$ cat config.mk
export PLATFORM = sky130hd
export DESIGN_NAME = ps2_host_frame_engine_unit
export DESIGN_NICKNAME = d
export VERILOG_FILES = /design/src/rtl/ps2hfe_pkg.sv /design/src/rtl/ps2_host_frame_engine_unit.sv
export SDC_FILE = /design/constraint.sdc
export NUM_CORES = 1
export LEC_CHECK = 0
export BUFFER_PORTS_ARGS = -buffer_cell sky130_fd_sc_hd__buf_2
export CAP_MARGIN = 20
export CORE_ASPECT_RATIO = 0.8
export CORE_MARGIN = 5
export CORE_UTILIZATION = 35
export CTS_BUF_LIST = sky130_fd_sc_hd__clkbuf_4 sky130_fd_sc_hd__clkbuf_8 sky130_fd_sc_hd__clkbuf_16
export CTS_CLUSTER_SIZE = 8
export DETAILED_ROUTE_END_ITERATION = 10
export GPL_ROUTABILITY_DRIVEN = 0
export PLACE_DENSITY_LB_ADDON = 0.08
export SLEW_MARGIN = 20
export SYNTH_ARGS = -nofsm -noshare
export SYNTH_HDL_FRONTEND = slang
export SYNTH_SLANG_ARGS = --single-unit
$ cat constraint.sdc
create_clock -name clk -period 1.77 [get_ports clk]
set_input_delay 0.2655 -clock clk [delete_from_list [all_inputs] [get_ports clk]]
set_output_delay 0.2655 -clock clk [all_outputs]
set_load 0.005 [all_outputs]
$ cat src/rtl/ps2hfe_pkg.sv
// ps2hfe_pkg: shared types and codes for the ps2 host frame engine
// no dependencies; imported by ps2_host_frame_engine_unit
package ps2hfe_pkg;

  localparam int DATA_BITS = 8;

  localparam logic [1:0] REQ_RX_BIT  = 2'd0;
  localparam logic [1:0] REQ_TIMEOUT = 2'd1;
  localparam logic [1:0] REQ_SEND    = 2'd2;

  localparam logic [1:0] PHASE_IDLE   = 2'd0;
  localparam logic [1:0] PHASE_DATA   = 2'd1;
  localparam logic [1:0] PHASE_PARITY = 2'd2;
  localparam logic [1:0] PHASE_STOP   = 2'd3;

  localparam logic KIND_RX = 1'b0;
  localparam logic KIND_TX = 1'b1;

  // results after the start bit: data bits, parity, release
  localparam logic [3:0] TX_TAIL = 4'(DATA_BITS + 2);

  typedef struct packed {
    logic [1:0] req_type;
    logic       rx_bit;
    logic [7:0] tx_byte;
  } in_item_t;

  typedef struct packed {
    logic       result_kind;
    logic       byte_valid;
    logic [7:0] rx_byte;
    logic       parity_error;
    logic       line_level;
    logic       last;
  } out_item_t;

  function automatic logic odd_parity(input logic [7:0] b);
    return ~(^b);
  endfunction

endpackage

$ cat src/rtl/ps2_host_frame_engine_unit.sv
// ps2_host_frame_engine_unit: ps2 host frame machine with a serializing result register
// depends on ps2hfe_pkg
//
// Each item is a received data-line bit, a timeout tick or a send request. The frame
// state updates in the cycle the item is accepted, and the next item can follow at once
// when no earlier result is still waiting. A received bit yields one status item; a send
// request yields eleven drive items, one per cycle from the result register while
// out_ready is high, and the next input item is taken in the cycle the final drive item
// leaves. Timeout ticks produce no result.
module ps2_host_frame_engine_unit
  import ps2hfe_pkg::*;
(
  input  logic      clk,
  input  logic      rst_n,
  input  logic      in_valid,
  output logic      in_ready,
  input  in_item_t  in_data,
  output logic      out_valid,
  input  logic      out_ready,
  output out_item_t out_data
);

  logic [1:0] phase_r, phase_nxt;
  logic [3:0] bit_count_r, bit_count_nxt;
  logic [7:0] shift_r, shift_nxt;
  logic       timeout_r, timeout_nxt;
  logic       error_r, error_nxt;

  logic       out_valid_r, out_valid_nxt;
  logic       kind_r, kind_nxt;
  logic       byte_valid_r, byte_valid_nxt;
  logic [7:0] rx_byte_r, rx_byte_nxt;
  logic       perr_r, perr_nxt;
  logic       level_r, level_nxt;
  logic [9:0] seq_r, seq_nxt;
  logic [3:0] rem_r, rem_nxt;

  logic       accept;
  logic       out_done;
  logic       rx_valid;
  logic [7:0] rx_byte;
  logic [3:0] count_inc;

  assign out_done = out_valid_r && out_ready;
  assign in_ready = !out_valid_r || (out_ready && rem_r == 4'd0);
  assign accept   = in_valid && in_ready;
  assign count_inc = bit_count_r + 4'd1;

  // frame state
  always_comb begin
    phase_nxt     = phase_r;
    bit_count_nxt = bit_count_r;
    shift_nxt     = shift_r;
    timeout_nxt   = timeout_r;
    error_nxt     = error_r;
    rx_valid      = 1'b0;
    rx_byte       = 8'd0;
    if (accept) begin
      case (in_data.req_type)
        REQ_RX_BIT: begin
          if (timeout_r || phase_r == PHASE_IDLE) begin
            if (!in_data.rx_bit) begin
              phase_nxt     = PHASE_DATA;
              bit_count_nxt = 4'd0;
              shift_nxt     = 8'd0;
            end
          end else if (phase_r == PHASE_DATA) begin
            if (in_data.rx_bit) begin
              shift_nxt = shift_r | (8'd1 << bit_count_r[2:0]);
            end
            bit_count_nxt = count_inc;
            if (count_inc >= 4'(DATA_BITS)) begin
              phase_nxt = PHASE_PARITY;
            end
          end else if (phase_r == PHASE_PARITY) begin
            if (in_data.rx_bit == odd_parity(shift_r)) begin
              rx_valid = 1'b1;
              rx_byte  = shift_r;
            end else begin
              error_nxt = 1'b1;
            end
            phase_nxt = PHASE_STOP;
          end else begin
            phase_nxt = PHASE_IDLE;
          end
          timeout_nxt = 1'b0;
        end
        REQ_TIMEOUT: timeout_nxt = 1'b1;
        REQ_SEND:    timeout_nxt = 1'b1;
        default: ;
      endcase
    end
  end

  // result register and transmit serializer
  always_comb begin
    out_valid_nxt  = out_valid_r;
    kind_nxt       = kind_r;
    byte_valid_nxt = byte_valid_r;
    rx_byte_nxt    = rx_byte_r;
    perr_nxt       = perr_r;
    level_nxt      = level_r;
    seq_nxt        = seq_r;
    rem_nxt        = rem_r;
    if (out_done) begin
      if (rem_r != 4'd0) begin
        level_nxt = seq_r[0];
        seq_nxt   = {1'b0, seq_r[9:1]};
        rem_nxt   = rem_r - 4'd1;
      end else begin
        out_valid_nxt = 1'b0;
      end
    end
    if (accept) begin
      case (in_data.req_type)
        REQ_RX_BIT: begin
          out_valid_nxt  = 1'b1;
          kind_nxt       = KIND_RX;
          byte_valid_nxt = rx_valid;
          rx_byte_nxt    = rx_byte;
          perr_nxt       = error_nxt;
          level_nxt      = 1'b1;
          rem_nxt        = 4'd0;
        end
        REQ_SEND: begin
          out_valid_nxt  = 1'b1;
          kind_nxt       = KIND_TX;
          byte_valid_nxt = 1'b0;
          rx_byte_nxt    = 8'd0;
          perr_nxt       = error_r;
          level_nxt      = 1'b0;
          seq_nxt        = {1'b1, odd_parity(in_data.tx_byte), in_data.tx_byte};
          rem_nxt        = TX_TAIL;
        end
        default: ;
      endcase
    end
  end

  always_ff @(posedge clk) begin
    if (!rst_n) begin
      phase_r     <= PHASE_IDLE;
      bit_count_r <= 4'd0;
      shift_r     <= 8'd0;
      timeout_r   <= 1'b0;
      error_r     <= 1'b0;
      out_valid_r <= 1'b0;
      rem_r       <= 4'd0;
    end else begin
      phase_r     <= phase_nxt;
      bit_count_r <= bit_count_nxt;
      shift_r     <= shift_nxt;
      timeout_r   <= timeout_nxt;
      error_r     <= error_nxt;
      out_valid_r <= out_valid_nxt;
      rem_r       <= rem_nxt;
    end
  end

  always_ff @(posedge clk) begin
    kind_r       <= kind_nxt;
    byte_valid_r <= byte_valid_nxt;
    rx_byte_r    <= rx_byte_nxt;
    perr_r       <= perr_nxt;
    level_r      <= level_nxt;
    seq_r        <= seq_nxt;
  end

  assign out_valid             = out_valid_r;
  assign out_data.result_kind  = kind_r;
  assign out_data.byte_valid   = byte_valid_r;
  assign out_data.rx_byte      = rx_byte_r;
  assign out_data.parity_error = perr_r;
  assign out_data.line_level   = level_r;
  assign out_data.last         = (rem_r == 4'd0);

  // a pending drive sequence only exists behind a transmit item
  a_rem_tx: assert property (@(posedge clk) disable iff (!rst_n)
    (out_valid_r && rem_r != 4'd0) |-> (kind_r == KIND_TX && !byte_valid_r))
    else $error("drive sequence pending on a non-transmit item");

  // the final drive item always releases the line
  a_release: assert property (@(posedge clk) disable iff (!rst_n)
    (out_valid_r && kind_r == KIND_TX && rem_r == 4'd0) |-> level_r)
    else $error("final drive item does not release the line");

  // a send step advances the countdown by one
  a_step: assert property (@(posedge clk) disable iff (!rst_n)
    (out_done && rem_r != 4'd0) |=> (rem_r == $past(rem_r) - 4'd1))
    else $error("drive countdown skipped");

  // the sticky error never clears outside reset
  a_sticky: assert property (@(posedge clk) disable iff (!rst_n)
    error_r |=> error_r)
    else $error("parity error flag cleared");

endmodule

Yosys cells after proc, flatten, opt, wreduce, memory -nomap -nowiden

Cells that the tools add are included.

Register bits: 43
Input port bits: 15
Output and inout port bits: 15
Word-level logic and storage cells: 97

$add $sub $neg: 2
Order comparisons: 1
Eq/ne operators: 7
Shift-type cells: 1
Multiplexer cells: 47
Bitwise logic cells: 3
Reductions and logical operators: 23

Operators by type and width:

| kind                                                                   | count |
|---|---|
| 8-bit two-way mux                                                      | 8 |
| 10-bit two-way mux                                                     | 4 |
| 4-bit two-way mux                                                      | 6 |
| 1-bit two-way mux                                                      | 17 |
| 8-bit case mux with 2 select lines                                     | 1 |
| 8-bit XOR reduction                                                    | 2 |
| 2-bit two-way mux                                                      | 5 |
| 1-bit case mux with 2 select lines                                     | 5 |
| 8-bit bitwise OR                                                       | 1 |
| 4-bit case mux with 2 select lines                                     | 1 |
| 4-bit AND reduction                                                    | 2 |
| 2-bit nonzero test                                                     | 4 |
| 1-bit by 3-bit << shifter with 8-bit output (first input constant)     | 1 |
| 5-bit AND reduction                                                    | 1 |
| 4-bit by 1-bit adder with 4-bit output (second input constant)         | 1 |
| 2-bit by 1-bit equality test with 1-bit output (second input constant) | 2 |
| 2-bit equality test (second input constant)                            | 2 |
| 4-bit greater-or-equal comparator (second input constant)              | 1 |
| 2-bit zero test                                                        | 2 |
| 4-bit zero test                                                        | 1 |
| 2-bit AND reduction                                                    | 2 |
| 4-bit nonzero test                                                     | 1 |
| 2-bit OR reduction                                                     | 2 |
| 4-bit by 1-bit subtractor with 4-bit output (second input constant)    | 1 |
| 7 further kinds                                                        | 11 |

Depth between registers and ports, before layout

Gate-level depths: netlist of run 1.

Depth in word-level cells: 10
Mapped depth: 7
Gate-level depth less buffers: 6

Worst setup path before layout of run 1

Ideal clock, no wire load.

Kind: register -> register
From: reg rem_r[0]
To: reg byte_valid_r, enable pin
Library setup time: 378 ps
Arrival: 1521 ps
Required time: 1392 ps
Path slack: -129 ps
Stages on the path, launching flop included: 6
Buffers on the path: 0
Period minus slack after synthesis: 1899 ps
Path through: dfxtp_1 -> inv_1 -> ha_1 -> and4bb_2 -> o21ai_1 -> nor2_1

Cells in the longest elaborated chain, start to end: 5

RTL lines:

| element                       | line                              | RTL |
|---|---|---|
| from (decl)                   | ps2_host_frame_engine_unit.sv:36  | `logic [3:0] rem_r, rem_nxt;` |
| from (signal assigned)        | ps2_host_frame_engine_unit.sv:156 | `rem_r <= rem_nxt;` |
| 4-bit zero test               | ps2_host_frame_engine_unit.sv:45  | `assign in_ready = !out_valid_r \|\| (out_ready && rem_r == 4'd0);` |
| 1-bit logical AND             | ps2_host_frame_engine_unit.sv:45  |  |
| 1-bit logical OR              | ps2_host_frame_engine_unit.sv:45  |  |
| 1-bit logical AND             | ps2_host_frame_engine_unit.sv:46  | `assign accept = in_valid && in_ready;` |
| 2-bit AND reduction (no line) | -                                 |  |
| to (signal assigned)          | ps2_host_frame_engine_unit.sv:162 | `byte_valid_r <= byte_valid_nxt;` |
| to (decl)                     | ps2_host_frame_engine_unit.sv:31  | `logic byte_valid_r, byte_valid_nxt;` |

No other way between the ends.
A chain may end at the register's enable or synchronous reset.

Worst setup path after layout of run 1

From: reg shift_r[4]
To: reg perr_r (data pin)

Cells in the longest elaborated chain, start to end: 10

RTL lines:

| element                            | line                              | RTL |
|---|---|---|
| from (decl)                        | ps2_host_frame_engine_unit.sv:25  | `logic [7:0] shift_r, shift_nxt;` |
| from (signal assigned)             | ps2_host_frame_engine_unit.sv:152 | `shift_r <= shift_nxt;` |
| 8-bit XOR reduction                | ps2hfe_pkg.sv:38                  | `return ~(^b);` |
| 1-bit NOT                          | ps2hfe_pkg.sv:38                  |  |
| 1-bit equality test                | ps2_host_frame_engine_unit.sv:76  | `if (in_data.rx_bit == odd_parity(shift_r)) begin` |
| 1-bit two-way mux                  | ps2_host_frame_engine_unit.sv:76  |  |
| 1-bit two-way mux                  | ps2_host_frame_engine_unit.sv:75  | `end else if (phase_r == PHASE_PARITY) begin` |
| 1-bit two-way mux                  | ps2_host_frame_engine_unit.sv:67  | `end else if (phase_r == PHASE_DATA) begin` |
| 1-bit two-way mux                  | ps2_host_frame_engine_unit.sv:61  | `if (timeout_r \|\| phase_r == PHASE_IDLE) begin` |
| 1-bit two-way mux                  | ps2_host_frame_engine_unit.sv:59  | `case (in_data.req_type)` |
| 1-bit two-way mux                  | ps2_host_frame_engine_unit.sv:58  | `if (accept) begin` |
| 1-bit case mux with 2 select lines | ps2_host_frame_engine_unit.sv:115 | `case (in_data.req_type)` |
| to (signal assigned)               | ps2_host_frame_engine_unit.sv:164 | `perr_r <= perr_nxt;` |
| to (decl)                          | ps2_host_frame_engine_unit.sv:33  | `logic perr_r, perr_nxt;` |

No other way between the ends.

==> results of run 1 <==
==> through the flow <==
stage | setup WS, ns | total power [W]
3_5_place_dp | -0.07473 | 0.001486
4_1_cts | 0.008149 | 0.002427
6_report | 0.03887 | 0.002406
2_1_floorplan | 0.03161 | 0.001361
5_1_grt | -0.007881 | 0.002530
3_3_place_gp | -0.05970 | 0.001485
==> synth_stat cells (2+ instances only) <==
cell	number	area, µm²
dfxtp_1	32	640.6
nor2_1	31	116.4
a21oi_1	17	85.08
nand2_1	15	56.30
ha_1	14	175.2
edfxtp_1	11	330.3
inv_1	11	41.29
mux2i_1	10	100.1
xnor2_1	10	87.58
o21ai_0	9	45.04
a31oi_1	6	37.54
a21boi_0	4	30.03
buf_4	4	30.03
nand3_1	4	20.02
buf_2	3	15.01
clkbuf_1	3	11.26
nor3_1	3	15.01
o22ai_1	3	18.77
or3_1	3	18.77
xor2_1	3	26.28
a31o_2	2	17.52
and2_1	2	12.51
nand4bb_1	2	22.52
nor4_1	2	12.51
o211ai_2	2	25.02
o21a_1	2	15.01
==> how the worst max path moves through the flow <==
stage | start | end | slack (ns)
global route | phase_r[0] | rx_byte_r[0] | -0.008
global placement | phase_r[0] | rx_byte_r[3] | -0.06
floorplan | phase_r[0] | perr_r | 0.03
finish | shift_r[4] | perr_r | 0.04
CTS | rem_r[0] | bit_count_r[3] | 0.008
detailed placement | rem_r[0] | rx_byte_r[1] | -0.07
==> worst max-delay path, cell delays in order, from the launching register on <==
cell and delay [ns]:
dfxtp_2 0.35, xnor2_2 0.17, xnor3_2 0.50, xnor2_4 0.19, a31o_2 0.27
==> logic make-up (layout without fill, tap and decap cells) <==
logic type	count (synthesis)	after routing	share of synthesized area
AND/OR/NAND/NOR	71	71	0.1582
adder cells (fa/ha/maj)	14	14	0.07856
XOR/XNOR	15	15	0.07407
AO/OA/AOI/OAI	54	54	0.1599
multiplexers	11	11	0.04995
buffers and inverters	21	77	0.04377
flip-flops	43	43	0.4355
==> report_power, final <==
part | leakage, nW | total, W | internal (W) | switching (W)
logic | 0.682 | 0.000334 | 0.000172 | 0.000162
registers | 0.370 | 0.00114 | 0.00109 | 0.0000489
clock network | 0.0688 | 0.000933 | 0.000580 | 0.000353
==> area by class of cell <==
cell class | instances | area [µm²]
Fill cell | 653 | 3400
Clock inverter | 2 | 60.06
Inverter | 11 | 41.29
Sequential cell | 43 | 978.4
Tap cell | 84 | 105.1
Clock buffer | 6 | 76.32
Timing Repair Buffer | 58 | 382.9
Multi-Input combinational cell | 165 | 1235
==> registers in the layout, summed over array words and instances, names as in the netlist <==
register      flops
bit_count_r       4
perr_r            1
timeout_r         1
error_r           1
level_r           1
shift_r           8
out_valid         1
kind_r            1
rem_r             4
rx_byte_r         8
seq_r            10
phase_r           2
byte_valid_r      1
==> what timing repair did <==
action,4_1_cts,5_1_grt
buffers inserted,0,1
gates cloned,0,1
setup endpoints to repair,34,40
resized for setup,9,19
pin swaps,4,6
hold buffers,0,0
==> routing by layer <==
metal / routed length, µm / up-vias / share of wire
met3: 215 / 4 / 0.045
met4: 48 / 0 / 0.010
met5: 0 / - / 0
li1: - / 927 / -
met2: 1988 / 31 / 0.41
met1: 2548 / 770 / 0.53
==> flow_metrics.py, run 1 <==
metrics = {
    "outcome": {
        "status": "finished clean",
    },
    "global_routing": {
        "grt.total_usage": 0.1258,
        "number_of_antenna_violations_at_the_first_check_in_global_routing": 0,
        "first_global_vias": 1678,
        "global_route.peak_usage_layer": "met2",
        "grtUsageMet1": 0.1776,
        "grt_first_pass_wirelength_mm": 8.066,
        "grt-ovfl-total": 0,
        "globalRouteMet2Util": 0.1850,
        "grt_max_degree": 20,
        "global_route.usage.met3": 0.03262,
    },
    "synthesis": {
        "avgSynthCellArea_um2": 9.736,
        "synth-edff-count": 11,
        "synth_cells": 229,
        "synthDistinctLibCells": 47,
        "postSynth.asyncResetShare": 0,
        "predominant_post_synthesis_flop_cell": "dfxtp_1",
        "post_synth_instance_area_mm2": 0.002230,
        "postSynthNetCount": 258,
        "synth_seq_cells": 43,
        "synth_sequential_area_ratio": 0.4355,
        "yosysWarningCount": 0,
    },
    "worst_setup_path": {
        "timing.reg2reg.worst_path_depth": 4,
        "startpoint_type": "flip-flop",
        "timing.setup.critical_path_class": "flip-flop to flip-flop",
        "worst-r2r-setup-slack_ns": 0.04,
        "crit_fanout": 10,
        "cp.arrival_ns": 1.79,
        "critical_path.reg2reg.endpoint": "perr_r",
        "worstPathRequired_ns": 1.83,
        "critical_path.reg2reg.startpoint": "shift_r[4]",
        "crit_end_category": "flip-flop",
    },
    "final_layout": {
        "layout.nets": 313,
        "layout.cells.non_filler": 369,
        "area_delta_synth_final_pct": 29.12,
        "stdcell_area_mm2": 0.002879,
        "layout_commonest_cell": "nor2_1",
        "layout_common_cells": "nor2_1 (30), buf_2 (29), dfxtp_1 (26), buf_4 (26), a21oi_1 (16)",
        "antennaDiodeCount": 0,
        "post_route_cells_drive_above_1_share": 0.3333,
        "fin_util": 0.4585,
    },
    "floorplan": {
        "die_height_um": 81.39,
        "start_util": 0.3551,
        "die_width_um": 99.24,
        "fp.dieArea_mm2": 0.008077,
        "core_area_mm2": 0.006279,
        "rows": 26,
        "boundaryPins": 30,
    },
    "placed_design": {
        "placed_cells": 359,
        "dp_hpwl_mm": 3.516,
        "dpl_cell_area_mm2": 0.002641,
        "io_buffers": 29,
    },
    "clock_tree": {
        "clock_slew_at_the_register_clock_pins_of_the_worst_setup_and_hold_paths_ns": 0.09,
        "root_buffer": "clkbuf_8",
        "insertion_delay_ns": 0.30,
        "tritoncts": "done",
        "clock_buffer_depth": 2,
        "cts_inserted_buffers": 5,
        "cts_sinks": 43,
        "h-tree-depth": 2,
    },
    "detailed_routing": {
        "drc": 0,
        "detailedRoute.firstPassIterationCount": 4,
        "drt_first_iter_violations": 38,
        "route.vias.total": 1732,
        "final_antenna_violating_net_count": 0,
        "drt-total-wl_mm": 4.800,
        "routed_wire_length_per_instance_um": 13.01,
        "detail_route.vias_per_cell": 4.694,
    },
    "sta": {
        "rsz0062_at_grt": "true",
        "finalWorstPathRequiredPeriod_ns": 1.731,
        "setup_total_negative_slack_ns": 0,
        "fin_max_slew_vios": 0,
        "worst_hold_slack_across_all_endpoints_ns": 0.2463,
        "final-setup-viol-count": 0,
        "timing.final.hold_violations": 0,
        "max_slew.worst_pin.slew_ns": 0.3771,
        "fin_crit_sh": 0.9780,
        "timing.fmax_mhz": 577.7,
        "skew_ns": 0.01067,
        "slew_headroom": 0.7474,
    },
    "power": {
        "worst_ir_drop_vdd_uv": 288.8,
        "power.density_cell_area_mw_per_mm2": 835.7,
        "power.leakage_nw": 1.121,
    },
    "hold_path": {
        "timing.hold.worst_endpoint": "seq_r[2]",
        "min_from": "in_data[2]",
        "min_path_cells": 3,
        "worst_hold_path_type": "input pin to flip-flop",
    },
    "run": {
        "cap_violations": 0,
    },
}
No activity file was read; power rests on OpenSTA's default activity.
==> inputs of run 2 (changes only) <==
--- a/config.mk
+++ b/config.mk
@@ -5,7 +5,7 @@
 export SDC_FILE = /design/constraint.sdc
 export NUM_CORES = 1
 export LEC_CHECK = 0
-export BUFFER_PORTS_ARGS = -buffer_cell sky130_fd_sc_hd__buf_2
+export ABC_CLOCK_PERIOD_IN_PS = 1770
 export CAP_MARGIN = 20
 export CORE_ASPECT_RATIO = 0.8
 export CORE_MARGIN = 5
@@ -13,8 +13,10 @@
 export CTS_BUF_LIST = sky130_fd_sc_hd__clkbuf_4 sky130_fd_sc_hd__clkbuf_8 sky130_fd_sc_hd__clkbuf_16
 export CTS_CLUSTER_SIZE = 8
 export DETAILED_ROUTE_END_ITERATION = 10
+export DONT_BUFFER_PORTS = 1
 export GPL_ROUTABILITY_DRIVEN = 0
 export PLACE_DENSITY_LB_ADDON = 0.08
+export RECOVER_POWER = 100
 export SLEW_MARGIN = 20
 export SYNTH_ARGS = -nofsm -noshare
 export SYNTH_HDL_FRONTEND = slang
==> run 2 against run 1 <==
Core utilization shrank 2.2 points. Sequential cell count is the same. Die area is the same. Routed wire length fell by 2.6%. Worst setup slack improved by 0.0074 ns. Non-clock buffer count down 29. Final cell count is 7.6% lower. Global-route usage fell by 0.51 points. Clock power is 17% lower. Hold slack worse by 0.16 ns. Register-to-register slack about the same. Clock-buffer cell count shrank 1. Largest cell class unchanged. Largest power group unchanged.
==> flow_metrics.py, run 2 (synthesis results as in run 1) <==
metrics = {
    "final_layout": {
        "nFillCells": 619,
        "layout_common_cells": "dfxtp_1 (31), nor2_1 (30), buf_4 (21)",
        "largest_register_ffs": 10,
        "layout_commonest_cell": "dfxtp_1",
        "area_delta_synth_final_pct": 22.90,
        "multi_input_area_mm2": 0.001257,
        "final-seq-area_um2": 972.2,
        "reg_top3": "seq_r x10, rx_byte_r x8, shift_r x8",
        "layout.cells.non_filler": 341,
        "layout.nets": 285,
        "top_register": "seq_r",
        "antennaDiodeCount": 0,
        "post_route_cells_drive_above_1_share": 0.2335,
    },
    "floorplan": {
        "boundaryPins": 30,
        "die_width_um": 99.24,
        "fp.dieArea_mm2": 0.008077,
        "start_util": 0.3551,
        "core_area_mm2": 0.006279,
        "rows": 26,
        "die_height_um": 81.39,
    },
    "sta": {
        "slew_headroom": 0.6680,
        "fin_crit_sh": 0.9739,
        "skew_ns": 0.008233,
        "final-setup-viol-count": 0,
        "timing.final.hold_violations": 0,
        "fin_max_slew_vios": 0,
        "worst_hold_slack_across_all_endpoints_ns": 0.08581,
        "max_slew.worst_pin.slew_ns": 0.4956,
        "timing.fmax_mhz": 580.1,
        "finalWorstPathRequiredPeriod_ns": 1.724,
    },
    "worst_setup_path": {
        "startpoint_type": "flip-flop",
        "timing.setup.critical_path_class": "flip-flop to flip-flop",
        "critical-path-top-delay-family": "XOR/XNOR gates",
        "cp_num_buf_inv": 0,
        "cpMaxStageDelayCell": "xnor3_2",
        "critPathMaxStageDelay_ns": 0.54,
        "path_cells": "xor2_1 > xnor3_2 > xnor2_4 > a31o_2",
        "crit_fanout": 4,
        "worstPathRequired_ns": 1.82,
        "cp.arrival_ns": 1.77,
        "crit_end_category": "flip-flop",
    },
    "global_routing": {
        "number_of_antenna_violations_at_the_first_check_in_global_routing": 0,
        "grt_first_pass_wirelength_mm": 7.762,
        "first_global_vias": 1586,
        "grt.total_usage": 0.1207,
        "grt_max_degree": 20,
        "grt-ovfl-total": 0,
    },
    "clock_tree": {
        "clock_buffer_depth": 2,
        "h-tree-depth": 2,
        "tritoncts": "done",
        "clock_slew_at_the_register_clock_pins_of_the_worst_setup_and_hold_paths_ns": 0.09,
        "cts_inserted_buffers": 5,
        "cts_sinks": 43,
        "root_buffer": "clkbuf_8",
        "insertion_delay_ns": 0.29,
    },
    "detailed_routing": {
        "routed_wire_length_per_instance_um": 13.71,
        "detail_route.vias_per_cell": 4.956,
        "detailedRoute.firstPassIterationCount": 4,
        "drt_first_iter_violations": 38,
        "drt-total-wl_mm": 4.676,
        "final_antenna_violating_net_count": 0,
        "drc": 0,
        "route.vias.total": 1690,
    },
    "power": {
        "power.leakage_nw": 1.016,
        "worst_ir_drop_vdd_uv": 302.3,
        "power_w": 0.002209,
        "power.density_cell_area_mw_per_mm2": 806.0,
    },
    "hold_path": {
        "worst_hold_path_type": "input pin to flip-flop",
    },
    "run": {
        "cap_violations": 0,
    },
    "placed_design": {
        "io_buffers": 0,
        "dp_hpwl_mm": 3.410,
        "placed_cells": 326,
    },
    "outcome": {
        "status": "finished clean",
    },
}
## run 2: cell count changes in the layout (fill, tap and decap cells not counted), sizes merged
cell and change:
buf -32, clkbuf +2, clkinv +2, bufinv -1
xnor2 +1
## run 2: worst register-to-register path, stage by stage, from the launching register on
cell,delay [ns]
dfxtp_1,0.35
xor2_1,0.15
xnor3_2,0.54
xnor2_4,0.18
a31o_2,0.26
## run 2: per-stage QoR
step / setup slack, ns / cell area (µm²) / utilization / TNS, ns
6_report: 0.04624 / 2740 / 0.4364 / 0
4_1_cts: -0.01199 / 2613 / 0.4161 / -0.01199
5_1_grt: -0.006827 / 2740 / 0.4364 / -0.006827
3_5_place_dp: -0.04646 / 2479 / 0.3948 / -0.3820
2_1_floorplan: 0.03161 / 2232 / - / 0
3_3_place_gp: -0.05544 / 2479 / 0.3948 / -0.4806
## run 2: final cells by class
type,count,area share
multi-input combinational,166,0.4589
sequential,43,0.3548
timing repair buffer,29,0.09178
tap,84,0.03836
clock buffer,5,0.02511
clock inverter,3,0.01598
inverter,11,0.01507
## run 2: timing repair
item                                   in CTS  in global routing
setup buffers                               0                  5
setup endpoints to repair                  36                 51
cloned                                      0                  2
endpoints found under the hold margin       0                  0
hold buffers                                0                  0
pin swaps                                   0                  6
resized for setup                           5                 20
## run 2: routing by layer
metal  track usage  vias up  routed length (µm)
met2        0.1655       35                1885
met1        0.1738      776                2483
met4       0.04093        0                  55
li1              -      874                   -
met3       0.04206        5                 251
met5             0        -                   0
## run 2: worst paths after layout
path	from	endpoint	slack [ns]	cells after the start
max reg2reg	shift_r[3]	perr_r	0.05	4
max	shift_r[3]	perr_r	0.05	4
min reg2reg	seq_r[9]	seq_r[9]	0.48	2
min	rst_n	out_valid	0.09	1
## run 2: report_power, final
group / internal (W) / total, W / switching [W]
clock: 0.000420 / 0.000771 / 0.000351
sequential: 0.00109 / 0.00115 / 0.0000551
combinational: 0.000154 / 0.000292 / 0.000139
==> inputs of run 3 (changes only) <==
--- a/config.mk
+++ b/config.mk
@@ -10,7 +10,7 @@
 export CORE_ASPECT_RATIO = 0.8
 export CORE_MARGIN = 5
 export CORE_UTILIZATION = 35
-export CTS_BUF_LIST = sky130_fd_sc_hd__clkbuf_4 sky130_fd_sc_hd__clkbuf_8 sky130_fd_sc_hd__clkbuf_16
+export CTS_BUF_LIST = sky130_fd_sc_hd__clkbuf_16
 export CTS_CLUSTER_SIZE = 8
 export DETAILED_ROUTE_END_ITERATION = 10
 export DONT_BUFFER_PORTS = 1
==> run 3 against run 2 <==
First-iteration DRC count grew 26%. Critical path depth unchanged. Core utilization rose by 0.98 points. Via count down 2.1%. Non-clock buffer count did not move. Total power up 12%. Die area unchanged. Maximum frequency hardly changed. Register-to-register slack about the same. Global-route usage is 0.094 points higher. Combinational power rose by 1%. Cell area rose by 2.2%.
==> flow_metrics.py, run 3 (synthesis results as in run 1) <==
metrics = {
    "global_routing": {
        "first_global_vias": 1596,
        "number_of_antenna_violations_at_the_first_check_in_global_routing": 0,
        "grt-ovfl-total": 0,
        "grtUsageMet1": 0.1744,
        "grt_max_degree": 20,
        "global_route.peak_usage_layer": "met1",
        "grt_first_pass_wirelength_mm": 7.859,
        "global_route.usage.met3": 0.04721,
        "globalRouteMet2Util": 0.1702,
        "grt.total_usage": 0.1216,
    },
    "detailed_routing": {
        "drt-total-wl_mm": 4.743,
        "routed_wire_length_per_instance_um": 13.91,
        "drc": 0,
        "detailedRoute.firstPassIterationCount": 4,
        "route.vias.total": 1655,
        "final_antenna_violating_net_count": 0,
        "detail_route.vias_per_cell": 4.853,
        "drt_first_iter_violations": 48,
    },
    "sta": {
        "max_slew.worst_pin.slew_ns": 0.5042,
        "worst_hold_slack_across_all_endpoints_ns": 0.1050,
        "fin_max_slew_vios": 0,
        "timing.fmax_mhz": 580.6,
        "final-setup-viol-count": 0,
        "finalWorstPathRequiredPeriod_ns": 1.722,
        "fin_crit_sh": 0.9730,
        "slew_headroom": 0.6622,
        "skew_ns": 0.005434,
        "timing.final.hold_violations": 0,
    },
    "worst_setup_path": {
        "crit_fanout": 4,
        "crit_end_category": "flip-flop",
        "timing.setup.critical_path_class": "flip-flop to flip-flop",
        "cp.arrival_ns": 1.75,
        "worstPathRequired_ns": 1.80,
        "startpoint_type": "flip-flop",
    },
    "hold_path": {
        "worst_hold_path_type": "input pin to flip-flop",
    },
    "placed_design": {
        "dpl_cell_area_mm2": 0.002479,
        "placed_cells": 326,
        "io_buffers": 0,
        "dp_hpwl_mm": 3.410,
    },
    "clock_tree": {
        "clock_slew_at_the_register_clock_pins_of_the_worst_setup_and_hold_paths_ns": 0.06,
        "insertion_delay_ns": 0.28,
        "tritoncts": "done",
        "root_buffer": "clkbuf_16",
        "cts_inserted_buffers": 5,
        "clock_buffer_depth": 2,
        "h-tree-depth": 2,
        "cts_sinks": 43,
        "cts_hold_repair.buffers": 0,
    },
    "final_layout": {
        "top_register": "seq_r",
        "layout.nets": 285,
        "largest_register_ffs": 10,
        "reg_top3": "seq_r x10, rx_byte_r x8, shift_r x8",
        "stdcell_area_mm2": 0.002801,
        "layout_common_cells": "dfxtp_1 (32), nor2_1 (29), buf_4 (24)",
        "post_route_cells_drive_above_1_share": 0.2412,
        "layout_commonest_cell": "dfxtp_1",
        "area_delta_synth_final_pct": 25.65,
        "layout.cells.non_filler": 341,
        "antennaDiodeCount": 0,
    },
    "floorplan": {
        "start_util": 0.3551,
        "core_area_mm2": 0.006279,
        "rows": 26,
        "boundaryPins": 30,
        "fp.dieArea_mm2": 0.008077,
        "die_height_um": 81.39,
        "die_width_um": 99.24,
    },
    "power": {
        "power.leakage_nw": 1.048,
        "worst_ir_drop_vdd_uv": 435.5,
        "power.density_cell_area_mw_per_mm2": 886.4,
    },
    "outcome": {
        "status": "finished clean",
    },
    "run": {
        "cap_violations": 0,
    },
}
[run 3: where the power goes]
| group | leakage [nW] | switching (W) | internal, W |
|---|---|---|---|
| logic | 0.597 | 0.000140 | 0.000156 |
| clock network | 0.0838 | 0.000375 | 0.000665 |
| registers | 0.367 | 0.0000552 | 0.00109 |
[run 3: path summary, 6_finish.rpt]
path              start   endpoint  slack [ns]  cells past startpoint
max          shift_r[2]     perr_r        0.05                      4
max reg2reg  shift_r[2]     perr_r        0.05                      4
min               rst_n  out_valid        0.11                      1
min reg2reg    seq_r[9]   seq_r[9]        0.47                      2
[run 3: final cells by class]
cell class              count  area, µm²
clock inverters             3      43.79
flip-flops and latches     43      970.9
multi-input cells         166       1260
repair buffers             29      255.2
fillers                   618       3477
inverters                  11      41.29
well taps                  84      105.1
clock buffers               5      125.1
[run 3: critical path, stage by stage (launching register included)]
cell and delay, ns:
dfxtp_1 0.35, xor2_1 0.15, xnor3_2 0.54, xnor2_4 0.18, a31o_2 0.26
[run 3: through the flow]
step,total power (W),utilization,setup TNS [ns],setup WS (ns)
after floorplan,0.001361,-,0,0.03161
after global placement,0.001437,0.3948,-0.4806,-0.05544
after detailed placement,0.001437,0.3948,-0.3820,-0.04646
after CTS,0.002502,0.4251,-0.002398,-0.002398
after global routing,0.002630,0.4462,-0.003659,-0.003659
final,0.002483,0.4462,0,0.04774
[run 3: layer usage]
layer,part of all wire,up-vias
li1,-,873
met3,0.052,2
met2,0.41,29
met1,0.53,751
met4,0.0070,0
met5,0,-
[run 3: repair_timing]
item / 4_1_cts / 5_1_grt
pin swaps: 0 / 7
gates cloned: 0 / 2
setup buffers: 0 / 5
endpoints found under the setup margin: 25 / 50
gates resized for setup: 5 / 18
